==> src/sv/prt_pkg.sv <==
// Package for the pending reservation table unit.
// Holds the operation, status and entry codes and the shared item types.
// Depends on nothing.
package prt_pkg;

    localparam logic [2:0] OP_ENQ     = 3'd0;
    localparam logic [2:0] OP_RESERVE = 3'd1;
    localparam logic [2:0] OP_COMMIT  = 3'd2;
    localparam logic [2:0] OP_RELEASE = 3'd3;
    localparam logic [2:0] OP_PEEK    = 3'd4;

    localparam logic [1:0] RS_DONE    = 2'd0;
    localparam logic [1:0] RS_REFUSED = 2'd1;
    localparam logic [1:0] RS_MISS    = 2'd2;

    localparam logic [1:0] ES_FREE     = 2'd0;
    localparam logic [1:0] ES_READY    = 2'd1;
    localparam logic [1:0] ES_RESERVED = 2'd2;

    localparam logic [31:0] MIN_BYTES_RESET = 32'd16;
    localparam logic [47:0] TICKET_MAX      = 48'hFFFF_FFFF_FFFF;

    typedef struct packed {
        logic [1:0]  state;
        logic [47:0] ticket;
        logic [31:0] bytes;
        logic [31:0] addr;
    } entry_t;

    typedef struct packed {
        logic [2:0]  op;
        logic        refused;
        logic [31:0] byte_count;
        logic [31:0] buffer_addr;
        logic [47:0] ticket_in;
    } cmd_t;

endpackage

==> src/sv/prt_front.sv <==
// Front end of the table unit: holds the minimum byte count register and
// classifies each item as refused or to be carried out. Depends on prt_pkg.
module prt_front (
    input  logic          clk,
    input  logic          rst_n,
    input  logic          cfg_valid,
    output logic          cfg_ready,
    input  logic [31:0]   cfg_data,
    input  logic [2:0]    op,
    input  logic [31:0]   byte_count,
    input  logic [31:0]   buffer_addr,
    input  logic [47:0]   ticket_in,
    output prt_pkg::cmd_t cmd
);
    import prt_pkg::*;

    logic [31:0] min_bytes_reg;
    logic        short_count;
    logic        needs_count;
    logic        needs_ticket;

    assign cfg_ready = 1'b1;

    always_ff @(posedge clk or negedge rst_n)
    begin
        if (!rst_n)
        begin
            min_bytes_reg <= MIN_BYTES_RESET;
        end
        else if (cfg_valid)
        begin
            min_bytes_reg <= cfg_data;
        end
    end

    always_comb
    begin
        short_count  = (byte_count < min_bytes_reg);
        needs_count  = (op == OP_ENQ) || (op == OP_RESERVE) || (op == OP_PEEK);
        needs_ticket = (op == OP_COMMIT) || (op == OP_RELEASE);
        cmd.op          = op;
        cmd.byte_count  = byte_count;
        cmd.buffer_addr = buffer_addr;
        cmd.ticket_in   = ticket_in;
        cmd.refused     = (op > OP_PEEK)
                       || (needs_count && short_count)
                       || ((op == OP_ENQ) && (buffer_addr == 32'd0))
                       || (needs_ticket && (ticket_in == 48'd0));
    end

endmodule

==> config.mk <==
export PLATFORM = sky130hd
export DESIGN_NAME = prt_front
export DESIGN_NICKNAME = d
export VERILOG_FILES = /design/src/sv/prt_pkg.sv /design/src/sv/prt_front.sv
export SDC_FILE = /design/constraint.sdc
export NUM_CORES = 1
export LEC_CHECK = 0
export BUFFER_PORTS_ARGS = -buffer_cell sky130_fd_sc_hd__buf_2
export CORE_AREA = 2 2 102 104
export DETAILED_ROUTE_END_ITERATION = 8
export DIE_AREA = 0 0 104 106
export PLACE_DENSITY = 0.67
export SLEW_MARGIN = 20
export SYNTH_ARGS = -nofsm -noshare
export SYNTH_HDL_FRONTEND = slang
export SYNTH_SLANG_ARGS = --single-unit
export TNS_END_PERCENT = 1
==> constraint.sdc <==
create_clock -name clk -period 5 [get_ports clk]
set_input_delay 1 -clock clk [delete_from_list [all_inputs] [get_ports clk]]
set_output_delay 1 -clock clk [all_outputs]
set_load 0.01 [all_outputs]
==> impl_metrics.toml, run 1 <==
[cts]
clkTransAtPathRegs_ns = 0.07
cts_tree = "yes"
hold_buffers = 0
cts_setup_buffers = 0
clock_sinks = 32
cts_buffers = 5
max-clock-path-buffers = 2
cts-resized-gates = 0
ctsHtreeMaxLevel = 2
root_buffer = "clkbuf_8"
clk_latency_ns = 0.28

[route]
route.detailed.drc = 0
dr_total_vias = 2963
via_per_inst = 4.587
dr.pass1.iters = 4
ant_nets = 0
wirelength_um = 10930
wl_per_cell_um = 16.92
drt_iter0_drc = 100

[pwr]
comb_power_share = 0.341
p_per_area_nw_per_um2 = 219.7
ir_drop_v = 0.0001539
p_switching_mw = 0.2573
power_frac_seq = 0.357
power_frac_clock = 0.302
p_sw_frac = 0.3176
p_leak_nw = 2.100
p_int_mw = 0.5529

[setup_path]
r2r_setup_slack_ns = 4.15
crit_family = "compound AO/OA/AOI/OAI gates"
criticalPathCategory = "input pin to primary output"
max_stage_delay_ns = 0.52
critPathLaunchType = "input pin"
path_buf_inv = 2
path_cells = "buf_2, ha_1, a21o_1, nand3_1, a21oi_1, a2111oi_0, a21oi_1, o31ai_1, buf_2"
critPathSlowestCell = "a2111oi_0"
endpoint_kind = "primary output"
arrival_ns = 2.82
crit_fanout = 2
cp_data_required_time_ns = 4.00

[yosys]
synth_top_area_cell = "buf_4"
ys.flop_type = "dfrtp_1"
synthCells = 359
yosysWarnings = 0
syn-cell-area_um2 = 2978
synth_common_cells = "buf_4 (116), nand2_1 (37), o21ai_0 (33)"
synth_edf_count = 0
synthDistinctLibCells = 31
synth_top_area_frac = 0.2924
async_reset_ff_frac = 1.000
synth_nets = 540
yosys-top-cells-area = "buf_4 (29%), dfrtp_1 (26%), ha_1 (13%), o21ai_0 (5.5%), nand2_1 (4.7%)"
syn_area_per_cell_um2 = 8.295
synth-seq-cells = 32
synthMostInstantiatedCell = "buf_4"
seq_area_frac_synth = 0.2693

[floorplanning]
ios = 267
start_util = 0.2978
core-area_um2 = 10000
die_w_um = 104
dieArea_um2 = 11020
fp-row-count = 37
die_y_um = 106

[sta]
rsz0062_at_grt = "false"
worst_pin_slew_ns = 0.9362
fmax_ghz = 0.2615
whs_ns = 0.5285
setup_slack_ns = 1.176
period_share = 0.7648
period_minus_slack_ns = 3.824
finClkSkew_ns = 0
setup_viol = 0
slew_viol_final = 0
hold_viol_final = 0
setup-tns-final_ns = 0
slew_headroom = 0.3759

[grt]
grt_max_degree = 64
antenna_found_initial = 6
grt_use_total = 0.1906
grt_overflow = 0
grt_pass1_vias = 2961
grt_pass1_wl_um = 15970

[final_layout]
largest_register_ffs = 32
stdcell_count = 646
area_growth_pct = 23.82
layout-drive-gt1-share = 0.5462
fin_nets = 689

[run_status]
outcome = "complete, no violations"

[placed_design]
routabilityCongestion = 0.9758
dp.cells = 637
post-dp-hpwl_um = 9792
io_buffer_count = 265
dp_slack_ns = 1.081

[min_path]
hold_path_class = "flip-flop to flip-flop"

[flow_run]
drv_cap = 0
==> per-layer routing <==
| metal | wire [um] | part of all wire | track usage |
|---|---|---|---|
| met1 | 4113 | 0.38 | 0.2073 |
| met2 | 5229 | 0.48 | 0.3313 |
| met3 | 1196 | 0.11 | 0.08155 |
| met4 | 345 | 0.032 | 0.06950 |
| met5 | 44 | 0.0040 | 0 |
==> cell usage in the layout, fill, tap and decap left out, drive strengths merged, types with 6 or more instances in the layout <==
cell,count
dfrtp,31
ha,31
clkbuf,6
nand4,9
nor4,21
a21oi,8
buf,265
o21ai,33
nand2,37
inv,31
==> worst paths after layout <==
| check | start | endpoint | cells after the start |
|---|---|---|---|
| max in group asynchronous | rst_n | min_bytes_reg[3]$_DFFE_PN0P_ | 1 |
| max | byte_count[9] | cmd[112] | 9 |
| min in group asynchronous | rst_n | min_bytes_reg[10]$_DFFE_PN0P_ | 1 |
| max reg2reg | min_bytes_reg[4]$_DFFE_PN1P_ | min_bytes_reg[4]$_DFFE_PN1P_ | 2 |
| min | min_bytes_reg[0]$_DFFE_PN0P_ | min_bytes_reg[0]$_DFFE_PN0P_ | 1 |
| min reg2reg | min_bytes_reg[0]$_DFFE_PN0P_ | min_bytes_reg[0]$_DFFE_PN0P_ | 1 |
==> kinds of logic after synthesis <==
| group | share of synthesized area |
|---|---|
| muxes | 0.003781 |
| and+or+nand+nor | 0.1475 |
| buffers and inverters | 0.3403 |
| DFF | 0.2693 |
| other | 0.001259 |
| AOI/OAI and AO/OA | 0.1076 |
| adders and majority gates | 0.1303 |
==> final cells by class <==
cell class                 instances  area, um^2
antenna                            1       2.502
clock buffer                       6       72.57
clock inverter                     2       35.03
fill                            1088        6312
inverter                          31       116.4
multi-input combinational        173        1162
sequential                        32       802.0
tap                              136       170.2
timing repair buffer             265        1326
==> power by group through the flow <==
stage          sequential, mW  clock (mW)  combinational [mW]
3_5_place_dp            0.294           0               0.279
6_report                0.289       0.245               0.276
2_1_floorplan           0.292           0               0.187
4_1_cts                 0.289       0.254               0.280
3_3_place_gp            0.293           0               0.272
5_1_grt                 0.291       0.266               0.308
==> through the flow <==
step                utilization  total power, mW  area, um^2
floorplan                     -           0.4791        2978
detailed placement       0.3577           0.5727        3577
CTS                      0.3685           0.8230        3685
global route             0.3685           0.8655        3685
finish                   0.3687           0.8102        3687
global placement         0.3577           0.5645        3577
Power figures use the tool's default switching activity.
==> inputs of run 2 (changes only) <==
ABC_AREA = 1   (was not set)
CORE_AREA = 2 2 103 105   (was 2 2 102 104)
DIE_AREA = 0 0 105 107   (was 0 0 104 106)
PLACE_DENSITY = 0.69   (was 0.67)
clock period = 3.4 ns   (was 5 ns; I/O delays follow)
==> run 2 against run 1 <==
Effect of this change:
- clock-buffer cell count shrank 1
- clock power is 18% higher
- sequential power rose by 46%
- global-route usage up 0.31 points
- worst hold slack worse by 0.061 ns
- clock skew is the same
- flip-flop and latch count is the same
- die area grew 1.9%
- critical path type unchanged
==> impl_metrics.toml, run 2 <==
[run_status]
outcome = "complete, no violations"

[setup_path]
criticalPathCategory = "input pin to primary output"
regToRegStartpoint = "min_bytes_reg[4]$_DFFE_PN1P_"
crit_fanout = 2
crit_family = "compound AO/OA/AOI/OAI gates"
path_buf_inv = 2
critPathLaunchType = "input pin"
endpoint_kind = "primary output"
path_cells = "buf_2, ha_1, a21oi_1, o21ai_0, nand2_1, o211ai_1, nor2_1, nand2_1, nand2_1, buf_2"
arrival_ns = 2.00
max_stage_delay_ns = 0.30
critPathSlowestCell = "ha_1"
cp_data_required_time_ns = 2.72
path_common_cell = "nand2_1"
crit_start = "byte_count[27]"

[sta]
setup-tns-final_ns = 0
period_minus_slack_ns = 2.680
finClkSkew_ns = 0
worst_pin_slew_ns = 0.7649
slew_headroom = 0.4900
whs_ns = 0.4672
hold_viol_final = 0
fmax_ghz = 0.3731
slew_viol_final = 0
period_share = 0.7883
setup_viol = 0
rsz0062_at_grt = "false"

[route]
route.detailed.drc = 0
ant_nets = 0
dr.pass1.iters = 4
dr_total_vias = 2958
wirelength_um = 11150
via_per_inst = 4.214
drt_iter0_drc = 100
wl_per_cell_um = 15.88

[cts]
ctsHtreeMaxLevel = 2
clock_sinks = 32
cts-resized-gates = 0
clkTransAtPathRegs_ns = 0.08
cts_buffers = 5
hold_buffers = 0
root_buffer = "clkbuf_8"
cts_setup_buffers = 0
max-clock-path-buffers = 2
clk_latency_ns = 0.28
cts_tree = "yes"

[grt]
grt_overflow = 0
grt_use_total = 0.1937
antenna_found_initial = 1
grt_max_degree = 33
grt_pass1_wl_um = 16130
grt_pass1_vias = 2920

[placed_design]
post-dp-hpwl_um = 10100
io_buffer_count = 265
routabilityCongestion = 0.9551

[floorplanning]
fp-row-count = 37
die_y_um = 107
die_w_um = 105
core-area_um2 = 10090
ios = 267
dieArea_um2 = 11240
start_util = 0.3055

[yosys]
synth_common_cells = "buf_4 (116), nand2_1 (67), nor2_1 (43), inv_1 (41), o21ai_0 (36)"
seq_area_frac_synth = 0.2601
yosysWarnings = 0
async_reset_ff_frac = 1.000
synth_nets = 595
syn_area_per_cell_um2 = 7.447
synthDistinctLibCells = 23
syn-cell-area_um2 = 3083
synth_edf_count = 0
synth_top_area_frac = 0.2825
ys.flop_type = "dfrtp_1"
synthMostInstantiatedCell = "buf_4"
synthCells = 414
yosys-top-cells-area = "buf_4 (28%), dfrtp_1 (25%), ha_1 (13%), nand2_1 (8.2%), o21ai_0 (5.8%)"
synth-seq-cells = 32
synth_top_area_cell = "buf_4"

[min_path]
hold_path_class = "input pin to async pin"

[flow_run]
drv_cap = 0

[final_layout]
final_common_cell = "buf_2"
layout-drive-gt1-share = 0.4956
largest_register_ffs = 32
fin_nets = 745
area_growth_pct = 22.48
final_cell_mix = "buf_2 (265), nand2_1 (67), nor2_1 (43)"

[pwr]
p_per_area_nw_per_um2 = 298.7
ir_drop_v = 0.0001821
p_leak_nw = 2.232
run 2: cell types whose count changed after synthesis, moves of 2 or more:
| cell | delta |
|---|---|
| nor2_1 | +38 |
| nand2_1 | +30 |
| nor4_1 | -17 |
| inv_1 | +10 |
| a21oi_1 | +7 |
| a21o_1 | -5 |
| buf_2 | +3 |
| clkbuf_1 | -3 |
| o21ai_0 | +3 |
| o31ai_1 | -3 |
| nand4_1 | -2 |
| nor2_2 | +2 |
run 2: layer usage:
metal	track usage	vias up	routed length [um]
li1	-	1505	-
met1	0.2182	1288	4494
met2	0.3251	151	5115
met3	0.09119	12	1297
met4	0.05048	2	167
met5	0.05238	-	69
run 2: kinds of logic (layout without fill, tap and decap cells):
kind of cell,Yosys count,after routing,synth area share
AO/OA/AOI/OAI,53,53,0.08848
adder cells (fa/ha/maj),31,31,0.1258
buffers and inverters,164,315,0.3421
flip-flops,32,32,0.2601
multiplexers,1,1,0.003652
other,1,2,0.001216
AND/OR/NAND/NOR,132,132,0.1786
run 2: power breakdown:
group / switching (mW) / internal (mW)
clock: 0.148 / 0.143
combinational: 0.236 / 0.178
sequential: 0.00843 / 0.415
total: 0.392 / 0.736
run 2: metrics by stage:
step	worst slack (ns)	util	power [mW]	std cells	cell area (um^2)
after floorplan	1.150	-	0.7098	414	3083
after global placement	0.7253	0.3652	0.8453	693	3686
after detailed placement	0.7377	0.3652	0.8495	693	3686
after CTS	0.7248	0.3739	1.154	701	3774
after global routing	0.5717	0.3742	1.222	702	3776
final	0.7197	0.3742	1.128	702	3776
run 2: worst paths after layout:
check,to,slack (ns),depth (start not counted)
setup reg to reg,min_bytes_reg[4]$_DFFE_PN1P_,2.63,2
min in group clk,min_bytes_reg[4]$_DFFE_PN1P_,0.50,2
setup / recovery,cmd[112],0.72,10
max in group asynchronous,min_bytes_reg[30]$_DFFE_PN0P_,2.44,1
hold / removal,min_bytes_reg[14]$_DFFE_PN0P_,0.47,1
hold reg to reg,min_bytes_reg[4]$_DFFE_PN1P_,0.50,2
run 2: cell type report:
cell class                      instances  area [um^2]
Tap cell                              136        170.2
Clock inverter                          3        18.77
Fill cell                            1131         6316
Inverter                               41        153.9
Sequential cell                        32        802.0
Timing Repair Buffer                  266         1334
Clock buffer                            5        68.82
Multi-Input combinational cell        218         1226
Antenna cell                            1        2.502
