<file path="src/sv/prt_pkg.sv">
// Package for the pending reservation table unit.
// Holds the operation, status and entry codes and the shared item types.
// Depends on nothing.
package prt_pkg;

    localparam logic [2:0] OP_ENQ     = 3'd0;
    localparam logic [2:0] OP_RESERVE = 3'd1;
    localparam logic [2:0] OP_COMMIT  = 3'd2;
    localparam logic [2:0] OP_RELEASE = 3'd3;
    localparam logic [2:0] OP_PEEK    = 3'd4;

    localparam logic [1:0] RS_DONE    = 2'd0;
    localparam logic [1:0] RS_REFUSED = 2'd1;
    localparam logic [1:0] RS_MISS    = 2'd2;

    localparam logic [1:0] ES_FREE     = 2'd0;
    localparam logic [1:0] ES_READY    = 2'd1;
    localparam logic [1:0] ES_RESERVED = 2'd2;

    localparam logic [31:0] MIN_BYTES_RESET = 32'd16;
    localparam logic [47:0] TICKET_MAX      = 48'hFFFF_FFFF_FFFF;

    typedef struct packed {
        logic [1:0]  state;
        logic [47:0] ticket;
        logic [31:0] bytes;
        logic [31:0] addr;
    } entry_t;

    typedef struct packed {
        logic [2:0]  op;
        logic        refused;
        logic [31:0] byte_count;
        logic [31:0] buffer_addr;
        logic [47:0] ticket_in;
    } cmd_t;

endpackage

</file>
<file path="src/sv/prt_queue.sv">
// Two-entry command queue between the front and the back of the table unit.
// Depends on prt_pkg.
module prt_queue (
    input  logic          clk,
    input  logic          rst_n,
    input  logic          push,
    input  prt_pkg::cmd_t push_data,
    output logic          full,
    input  logic          pop,
    output prt_pkg::cmd_t pop_data,
    output logic          empty
);
    import prt_pkg::*;

    cmd_t       slot_reg [2];
    logic       wr_ptr_reg;
    logic       rd_ptr_reg;
    logic [1:0] count_reg;

    assign full     = (count_reg == 2'd2);
    assign empty    = (count_reg == 2'd0);
    assign pop_data = slot_reg[rd_ptr_reg];

    always_ff @(posedge clk)
    begin
        if (push)
        begin
            slot_reg[wr_ptr_reg] <= push_data;
        end
    end

    always_ff @(posedge clk or negedge rst_n)
    begin
        if (!rst_n)
        begin
            wr_ptr_reg <= 1'b0;
            rd_ptr_reg <= 1'b0;
            count_reg  <= 2'd0;
        end
        else
        begin
            if (push)
            begin
                wr_ptr_reg <= ~wr_ptr_reg;
            end
            if (pop)
            begin
                rd_ptr_reg <= ~rd_ptr_reg;
            end
            if (push && !pop)
            begin
                count_reg <= count_reg + 2'd1;
            end
            else if (pop && !push)
            begin
                count_reg <= count_reg - 2'd1;
            end
        end
    end

endmodule

</file>
<file path="config.mk">
export PLATFORM = sky130hd
export DESIGN_NAME = prt_queue
export DESIGN_NICKNAME = d
export VERILOG_FILES = /design/src/sv/prt_pkg.sv /design/src/sv/prt_queue.sv
export SDC_FILE = /design/constraint.sdc
export NUM_CORES = 1
export LEC_CHECK = 0
export BUFFER_PORTS_ARGS = -buffer_cell sky130_fd_sc_hd__buf_2
export CAP_MARGIN = 20
export CORE_UTILIZATION = 35
export DETAILED_ROUTE_END_ITERATION = 12
export HOLD_SLACK_MARGIN = 0.03
export SETUP_SLACK_MARGIN = 0.4
export SYNTH_ARGS = -nofsm -noshare
export SYNTH_HDL_FRONTEND = slang
export SYNTH_SLANG_ARGS = --single-unit
</file>
<file path="constraint.sdc">
create_clock -name clk -period 5.6 [get_ports clk]
set_clock_uncertainty 0.1 [all_clocks]
set_input_delay 0.84 -clock clk [delete_from_list [all_inputs] [get_ports clk]]
set_output_delay 0.84 -clock clk [all_outputs]
set_load 0.01 [all_outputs]
</file>
==> flow_metrics.env, run 1 <==
export IMPL_drt_iter0_markers=167
export IMPL_ctsResizeCount=0
export IMPL_worstPathArrival_ns=2.63
export IMPL_synth_nets=498
export IMPL_p_switching_mw=1.55
export IMPL_setup_tns_ns=0
export IMPL_cts_sinks=236
export IMPL_vias_per_cell=4.46
export IMPL_clock_power_share_pct=29.4
export IMPL_critPathKind="reg -> out"
export IMPL_period_minus_slack_ns=3.57
export IMPL_portBuffers=237
export IMPL_crit_fanout=66
export IMPL_postCtsSetupRepairBufs=0
export IMPL_netlist_instances=377
export IMPL_yosysTopAreaCellShare_pct=80.4
export IMPL_max_stage_delay_ns=1.04
export IMPL_dpl_hpwl_um=10500
export IMPL_power_leakage_nw=4.24
export IMPL_ys_warn_count=0
export IMPL_worstSetupStartpointType="register"
export IMPL_core_area_mm2=0.0243
export IMPL_wirelength_um=16200
export IMPL_power_mw=5.68
export IMPL_grt_max_degree=80
export IMPL_first_global_vias=4565
export IMPL_pwr_density_cell_mw_per_mm2=511
export IMPL_boundaryPins=238
export IMPL_cts_hold_fix_buffers=1
export IMPL_synth_seq_area_share_pct=81.5
export IMPL_cts_root_buf="clkbuf_16"
export IMPL_netlist_area_mm2=0.00867
export IMPL_yosys_register_bits=236
export IMPL_path_delay_family="flip-flops"
export IMPL_ant_nets=0
export IMPL_grt_overflow=0
export IMPL_initial_core_util_pct=35.6
export IMPL_synth_area_top_cells="edfxtp_1 (80%), mux2_2 (11%), mux2_4 (5.2%)"
export IMPL_drive_gt1_share_pct=61.2
export IMPL_cpMaxStageDelayCell="dfrtp_4"
export IMPL_largest_reg_flops=232
export IMPL_vias=4351
export IMPL_vdd_drop_max_v=0.000375
export IMPL_endpoint_kind="primary output"
export IMPL_final_hold_viol_count=0
export IMPL_outcome="finished clean"
export IMPL_die_height_um=159
export IMPL_drv_slew=0
export IMPL_num_antenna_cells=0
export IMPL_sw_frac_of_total_pct=27.3
export IMPL_numCtsBuffers=25
export IMPL_gp_congestion=0.741
export IMPL_slew_headroom_pct=33.1
export IMPL_dr_pass1_iters=4
export IMPL_worstPathCellList="buf_12 -> mux2_2 -> buf_2"
export IMPL_worstSkewPairLatency_ns=0.51
export IMPL_critPathBufInv=2
export IMPL_drcViolationCount=0
export IMPL_area_delta_synth_final_pct=28.1
export IMPL_power_share_combinational_pct=26.1
export IMPL_synth_cell_type_count=13
export IMPL_maxCapViolCount=0
export IMPL_avgSynthCellArea_um2=23.0
export IMPL_cts_tree="yes"
export IMPL_h_tree_depth=1
export IMPL_internal_power_mw=4.13
export IMPL_die_x_um=159
export IMPL_cts_buffer_depth=3
export IMPL_setup_viol=0
export IMPL_dieArea_mm2=0.0254
export IMPL_tightest_slew_ns=1.00
export IMPL_grt_pass1_wl_um=24500
export IMPL_rows=57
export IMPL_p_seq_share_pct=44.5
export IMPL_grt_antenna_before_repair=2
export IMPL_wl_per_cell_um=16.6
export IMPL_nets=755
export IMPL_min_path_type="reg -> reg"
export IMPL_timing_fmax_mhz=280
export IMPL_path_clk_slew_ns=0.06
export IMPL_track_usage_pct=12.3
export IMPL_grt_setup_unrepaired="false"
export IMPL_netlist_top_cell_by_area="edfxtp_1"
export IMPL_required_ns=4.66
export IMPL_period_share_pct=63.8
-- synthesized netlist by cell type --
master / n
buf_6: 5
dfrtp_1: 4
buf_2: 8
mux2_2: 86
nor2b_1: 2
xnor2_1: 1
edfxtp_1: 232
xor2_1: 4
and2_1: 1
nor2_1: 2
inv_1: 1
mux2_4: 30
ha_1: 1
-- routing by layer --
| metal | vias up | wire, µm | track usage [%] |
|---|---|---|---|
| met3 | 21 | 1310 | 4.22 |
| met4 | 2 | 340 | 3.28 |
| met2 | 174 | 8060 | 21.2 |
| li1 | 2013 | - | - |
| met5 | - | 8 | 0 |
| met1 | 2141 | 6440 | 14.6 |
-- worst reg2reg max path, stage by stage, from the launching register on --
cell and delay, ns:
dfrtp_1 0.43, and2_4 0.33, buf_16 0.32, buf_4 0.63
-- layout by cell type (no fill, tap or decap), types with 3 or more instances in the layout --
master | synthesis | routed
buf_2 | 8 | 237
edfxtp_1 | 232 | 232
mux2_2 | 86 | 86
mux2_4 | 30 | 30
clkbuf_16 | 0 | 25
clkbuf_1 | 0 | 5
xor2_1 | 4 | 4
bufinv_16 | 0 | 4
clkinvlp_4 | 0 | 3
dfrtp_1 | 4 | 3
buf_4 | 0 | 3
-- cells by family after synthesis --
| family | count (synthesis) | synth area share (%) |
|---|---|---|
| buf+inv | 14 | 1.15 |
| simple gates | 5 | 0.303 |
| flops | 236 | 81.5 |
| xor+xnor | 5 | 0.505 |
| mux | 116 | 16.4 |
| fa+ha+maj | 1 | 0.144 |
-- per-stage QoR --
stage | instances | setup WS, ns | cell area [µm²] | hold slack (ns) | util (%)
CTS | 975 | 2.01 | 11100 | 0.388 | 45.6
global route | 976 | 1.92 | 11100 | 0.392 | 45.7
global placement | 929 | 2.61 | 10200 | 0.376 | 42.0
finish | 976 | 2.03 | 11100 | 0.399 | 45.7
detailed placement | 929 | 2.53 | 10200 | 0.391 | 42.0
floorplan | 377 | 1.20 | 8670 | 0.356 | -
-- final timing paths --
check,endpoint,cells after the start,start,slack [ns]
max,pop_data[8],3,rd_ptr_reg$_DFFE_PN0P_,2.03
min,count_reg[1]$_DFFE_PN0P_,1,count_reg[1]$_DFFE_PN0P_,0.40
max reg2reg,slot_reg[1][45]$_DFFE_PP_,3,wr_ptr_reg$_DFFE_PN0P_,3.41
min reg2reg,count_reg[1]$_DFFE_PN0P_,1,count_reg[1]$_DFFE_PN0P_,0.40
max in group asynchronous,rd_ptr_reg$_DFFE_PN0P_,2,rst_n,4.69
min in group asynchronous,wr_ptr_reg$_DFFE_PN0P_,2,rst_n,0.57
-- cell type report --
| type | instances | area [µm²] |
|---|---|---|
| clock buffer | 32 | 672 |
| clock inverter | 13 | 178 |
| fill | 2109 | 13200 |
| inverter | 1 | 3.75 |
| multi-input combinational | 127 | 1510 |
| sequential | 236 | 7070 |
| tap | 324 | 405 |
| timing repair buffer | 243 | 1270 |
-- power groups by stage --
| stage | Clock [mW] | Combinational (mW) | Sequential (mW) |
|---|---|---|---|
| final | 1.67 | 1.48 | 2.53 |
| after global routing | 1.79 | 1.59 | 2.57 |
| after CTS | 1.72 | 1.51 | 2.54 |
| after detailed placement | 0 | 1.50 | 2.58 |
| after global placement | 0 | 1.48 | 2.56 |
| after floorplan | 0 | 1.06 | 2.47 |
(Power assumes the default switching activity.)
==> run 2, diff against run 1 <==
Clock period 5.6 ns to 3.7 ns, I/O delays scaled along.
==> run 2 against run 1 <==
Compared with the run above: die area unchanged; global-route usage down 0.096 points; wire length down 2.4%; flip-flop and latch count is the same; critical path depth stayed put; design area shrank 0.88%; worst hold slack got worse by 0.27 ns; cell count increased by 0.20%; power is 46% higher; combinational power grew 62%.
==> flow_metrics.env, run 2 (synthesis gave the netlist of run 1 again) <==
export IMPL_rr_worst_depth=2
export IMPL_crit_fanout=61
export IMPL_gp_congestion=0.737
export IMPL_cts_root_buf="clkbuf_16"
export IMPL_drcViolationCount=0
export IMPL_worstSetupStartpointType="register"
export IMPL_reg2reg_setup_slack_ns=1.89
export IMPL_period_share_pct=68.5
export IMPL_drive_gt1_share_pct=59.9
export IMPL_pwr_density_cell_mw_per_mm2=755
export IMPL_dpl_hpwl_um=10500
export IMPL_placed_cell_area_mm2=0.0103
export IMPL_ctsResizeCount=0
export IMPL_boundaryPins=238
export IMPL_critPathKind="reg -> out"
export IMPL_endpoint_kind="primary output"
export IMPL_cts_tree="yes"
export IMPL_reg2reg_to="slot_reg[1][71]$_DFFE_PP_"
export IMPL_timing_rr_start="wr_ptr_reg$_DFFE_PN0P_"
export IMPL_final_hold_viol_count=0
export IMPL_path_clk_slew_ns=0.06
export IMPL_power_leakage_nw=4.20
export IMPL_die_height_um=159
export IMPL_num_antenna_cells=0
export IMPL_cts_buffer_depth=3
export IMPL_worstSkewPairLatency_ns=0.51
export IMPL_h_tree_depth=1
export IMPL_placed_cells=931
export IMPL_grt_overflow=0
export IMPL_ant_nets=0
export IMPL_layout_cells_non_filler=978
export IMPL_final_cell_mix="buf_2 (237), edfxtp_1 (232), mux2_2 (86)"
export IMPL_grt_setup_unrepaired="false"
export IMPL_area_delta_synth_final_pct=27.0
export IMPL_largest_reg_flops=232
export IMPL_dieArea_mm2=0.0254
export IMPL_setup_worst_path_end="pop_data[66]"
export IMPL_cts_sinks=236
export IMPL_required_ns=3.04
export IMPL_timing_fmax_mhz=395
export IMPL_nets=756
export IMPL_vias_per_cell=4.41
export IMPL_slew_headroom_pct=43.8
export IMPL_maxCapViolCount=0
export IMPL_wl_per_cell_um=16.1
export IMPL_period_minus_slack_ns=2.53
export IMPL_grt_max_degree=62
export IMPL_numCtsBuffers=25
export IMPL_first_global_vias=4683
export IMPL_outcome="finished clean"
export IMPL_grt_antenna_before_repair=0
export IMPL_dr_pass1_iters=4
export IMPL_grt_pass1_wl_um=24800
export IMPL_setup_tns_ns=0
export IMPL_die_x_um=159
export IMPL_rows=57
export IMPL_final_area_mm2=0.0110
export IMPL_setup_viol=0
export IMPL_core_area_mm2=0.0243
export IMPL_final_common_cell="buf_2"
export IMPL_initial_core_util_pct=35.6
export IMPL_vias=4316
export IMPL_wirelength_um=15800
export IMPL_track_usage_pct=12.2
export IMPL_worstPathArrival_ns=1.88
export IMPL_tightest_slew_ns=0.843
export IMPL_portBuffers=237
export IMPL_min_path_type="in -> reg"
export IMPL_drt_iter0_markers=172
export IMPL_drv_slew=0
export IMPL_vdd_drop_max_v=0.000426
export IMPL_crit_start="rd_ptr_reg$_DFFE_PN0P_"
run 2: cell count changes in the layout (fill, tap and decap cells not counted):
cell,before,now
clkinv_1,2,9
clkinv_2,2,3
inv_6,2,1
buf_12,1,3
clkinvlp_4,3,0
bufinv_16,4,1
clkbuf_1,5,7
buf_16,1,0
clkbuf_8,2,0
run 2: how the worst min path moves through the flow:
stage	startpoint	endpoint	slack, ns	depth (start not counted)
after floorplan	rst_n	count_reg[0]$_DFFE_PN0P_	0.16	0
after global placement	rst_n	wr_ptr_reg$_DFFE_PN0P_	0.27	1
after detailed placement	rst_n	wr_ptr_reg$_DFFE_PN0P_	0.27	1
after CTS	push_data[97]	slot_reg[0][97]$_DFFE_PP_	0.10	1
after global routing	push_data[85]	slot_reg[1][85]$_DFFE_PP_	0.11	1
final	push_data[81]	slot_reg[0][81]$_DFFE_PP_	0.13	1
run 2: area by class of cell:
| type | count | area, µm² |
|---|---|---|
| multi-input combinational | 127 | 1510 |
| tap | 324 | 405 |
| clock buffer | 32 | 652 |
| fill | 2119 | 13300 |
| clock inverter | 14 | 87.6 |
| inverter | 1 | 3.75 |
| timing repair buffer | 244 | 1280 |
| sequential | 236 | 7070 |
run 2: metal layers:
layer | wire length [µm] | up-vias | track usage [%] | part of all wire [%]
met1 | 6470 | 2105 | 14.8 | 41
met5 | 0 | - | 0 | 0
met3 | 1110 | 33 | 3.39 | 7.0
li1 | - | 2018 | - | -
met4 | 398 | 0 | 4.50 | 2.5
met2 | 7790 | 160 | 20.6 | 49
run 2: what timing repair did:
| action | 4_1_cts | 5_1_grt |
|---|---|---|
| endpoints found under the hold margin | 4 | 0 |
| hold buffers | 1 | 0 |
| buffers inserted | 0 | 0 |
run 2: stage by stage:
stage / util [%] / total power, mW / worst slack [ns] / hold slack (ns)
floorplan: - / 5.31 / 0.867 / 0.159
global placement: 42.2 / 6.12 / 1.67 / 0.266
detailed placement: 42.2 / 6.18 / 1.63 / 0.270
CTS: 45.3 / 8.45 / 1.14 / 0.101
global route: 45.3 / 8.71 / 1.09 / 0.106
finish: 45.3 / 8.31 / 1.17 / 0.129
run 2: critical path, cell delays in order, from the launching register on:
cell and delay (ns):
dfrtp_4 0.44, buf_12 0.32, mux2_2 0.39, buf_2 0.14
run 2: where the power goes:
| group | internal, mW | switching (mW) | total [mW] |
|---|---|---|---|
| logic | 1.14 | 1.25 | 2.40 |
| clock network | 1.31 | 0.930 | 2.24 |
| registers | 3.55 | 0.127 | 3.68 |
| total | 6.00 | 2.31 | 8.31 |
==> run 3, diff against run 2 <==
Settings changed: ABC_AREA set to 1.
Clock period 3.7 ns to 2.6 ns, I/O delays scaled along.
==> run 3 against run 2 <==
Compared with the run above: sequential share of layout area fell by 11 points; combinational power rose by 120%; synthesized cell count rose by 2.4%; die area rose by 0.23%; utilization rose by 9.3 points; setup slack got worse by 0.85 ns; design area rose by 20%.
==> flow_metrics.env, run 3 <==
export IMPL_reg2reg_to="slot_reg[1][4]$_DFFE_PP_"
export IMPL_grt_overflow=0
export IMPL_synth_edf_count=232
export IMPL_power_leakage_nw=5.24
export IMPL_track_usage_pct=14.7
export IMPL_final_hold_viol_count=0
export IMPL_avgSynthCellArea_um2=22.5
export IMPL_num_antenna_cells=0
export IMPL_netlist_instances=386
export IMPL_dieArea_mm2=0.0255
export IMPL_drcViolationCount=0
export IMPL_drive_gt1_share_pct=52.5
export IMPL_worstSkewPairLatency_ns=0.50
export IMPL_worstPathArrival_ns=1.79
export IMPL_h_tree_depth=1
export IMPL_drt_iter0_markers=241
export IMPL_ys_async_sr_fraction_pct=1.69
export IMPL_vdd_drop_max_v=0.000566
export IMPL_period_minus_slack_ns=2.28
export IMPL_core_area_mm2=0.0243
export IMPL_yosys_register_bits=236
export IMPL_reg2reg_setup_slack_ns=1.11
export IMPL_grt_max_degree=62
export IMPL_grt_pass1_wl_um=29100
export IMPL_yosys_top_cells_count="edfxtp_1 (232), mux2_2 (86), mux2_4 (30), buf_2 (8), inv_1 (7)"
export IMPL_dpl_hpwl_um=10700
export IMPL_synth_area_top_cells="edfxtp_1 (80%), mux2_2 (11%), mux2_4 (5.2%)"
export IMPL_area_delta_synth_final_pct=52.7
export IMPL_synth_main_ff_cell="edfxtp_1"
export IMPL_first_global_vias=5430
export IMPL_final_cell_mix="edfxtp_1 (232), buf_2 (173), dlygate4sd3_1 (119)"
export IMPL_die_x_um=160
export IMPL_largest_reg_flops=232
export IMPL_min_path_type="in -> async"
export IMPL_vias_per_cell=4.41
export IMPL_synth_seq_area_share_pct=81.3
export IMPL_portBuffers=237
export IMPL_synth_cell_type_count=14
export IMPL_outcome="finished clean"
export IMPL_drv_slew=0
export IMPL_cts_buffer_depth=3
export IMPL_tightest_slew_ns=0.447
export IMPL_die_height_um=160
export IMPL_netlist_top_cell_by_area="edfxtp_1"
export IMPL_dr_pass1_iters=4
export IMPL_synth_most_common_cell="edfxtp_1"
export IMPL_setup_viol=0
export IMPL_yosysTopAreaCellShare_pct=80.2
export IMPL_crit_start="rd_ptr_reg$_DFFE_PN0P_"
export IMPL_boundaryPins=238
export IMPL_timing_fmax_mhz=438
export IMPL_final_area_mm2=0.0133
export IMPL_wl_per_cell_um=17.7
export IMPL_slew_headroom_pct=70.2
export IMPL_initial_core_util_pct=35.7
export IMPL_path_clk_slew_ns=0.06
export IMPL_endpoint_kind="primary output"
export IMPL_period_share_pct=87.9
export IMPL_rr_worst_depth=3
export IMPL_gp_congestion=0.761
export IMPL_ys_warn_count=0
export IMPL_worstSetupStartpointType="register"
export IMPL_final_common_cell="edfxtp_1"
export IMPL_placed_cell_area_mm2=0.0103
export IMPL_pwr_density_cell_mw_per_mm2=1060
export IMPL_grt_setup_unrepaired="true"
export IMPL_cts_root_buf="clkbuf_16"
export IMPL_rows=57
export IMPL_synth_nets=507
export IMPL_ant_nets=0
export IMPL_required_ns=2.11
export IMPL_wirelength_um=19800
export IMPL_crit_fanout=7
export IMPL_cts_tree="yes"
export IMPL_maxCapViolCount=0
export IMPL_netlist_area_mm2=0.00869
export IMPL_timing_rr_start="wr_ptr_reg$_DFFE_PN0P_"
export IMPL_cts_sinks=236
export IMPL_numCtsBuffers=25
export IMPL_power_mw=14.1
export IMPL_nets=899
export IMPL_vias=4939
export IMPL_grt_antenna_before_repair=0
export IMPL_critPathKind="reg -> out"
run 3: logic make-up (layout without fill, tap and decap cells):
| kind of cell | count (synthesis) | after routing | synth area share (%) |
|---|---|---|---|
| DFF | 236 | 236 | 81.3 |
| muxes | 116 | 116 | 16.3 |
| buffers and inverters | 20 | 429 | 1.41 |
| and+or+nand+nor | 10 | 10 | 0.475 |
| xor gates and xnor gates | 3 | 3 | 0.302 |
| adders and majority gates | 1 | 1 | 0.144 |
run 3: final cells by class:
class                           count  area (µm²)
Sequential cell                   236        7070
Timing Repair Buffer              378        3250
Clock inverter                     13         205
Inverter                            7        30.0
Multi-Input combinational cell    130        1650
Clock buffer                       31         648
Fill cell                        1874       11100
Tap cell                          324         405
run 3: stage by stage:
stage | cells | hold slack [ns] | TNS, ns | setup slack, ns | util [%]
floorplan | 386 | -0.00559 | -18.02 | -0.0934 | -
global placement | 941 | 0.101 | 0 | 0.783 | 42.4
detailed placement | 941 | 0.104 | 0 | 0.777 | 42.4
CTS | 1113 | 0.112 | 0 | 0.301 | 51.8
global route | 1119 | 0.145 | 0 | 0.273 | 54.5
finish | 1119 | 0.127 | 0 | 0.315 | 54.5
run 3: power breakdown:
group,switching [mW],total [mW],internal (mW)
sequential,0.206,5.26,5.05
clock,1.38,3.65,2.27
combinational,2.29,5.20,2.91
total,3.88,14.1,10.2
run 3: worst max-delay path by stage:
stage,end
final,pop_data[74]
after floorplan,slot_reg[1][0]$_DFFE_PP_
after global routing,pop_data[78]
after global placement,pop_data[11]
after detailed placement,pop_data[11]
after CTS,pop_data[81]
run 3: what timing repair did:
| item | CTS | global route |
|---|---|---|
| hold buffers | 119 | 0 |
| resized for setup | 11 | 109 |
| endpoints found under the setup margin | 116 | 116 |
| endpoints found under the hold margin | 238 | 0 |
| setup buffers | 3 | 1 |
| gates cloned | 6 | 5 |
run 3: metal layers:
metal,global-route usage [%],part of all wire (%)
met5,0,0
met2,25.6,50
met4,4.15,1.7
met1,18.0,42
met3,3.70,6.3
run 3: worst max-delay path, stage by stage (launching register included):
cell and delay, ns:
dfrtp_4 0.50, buf_12 0.17, clkbuf_16 0.19, mux2_4 0.31
buf_6 0.13
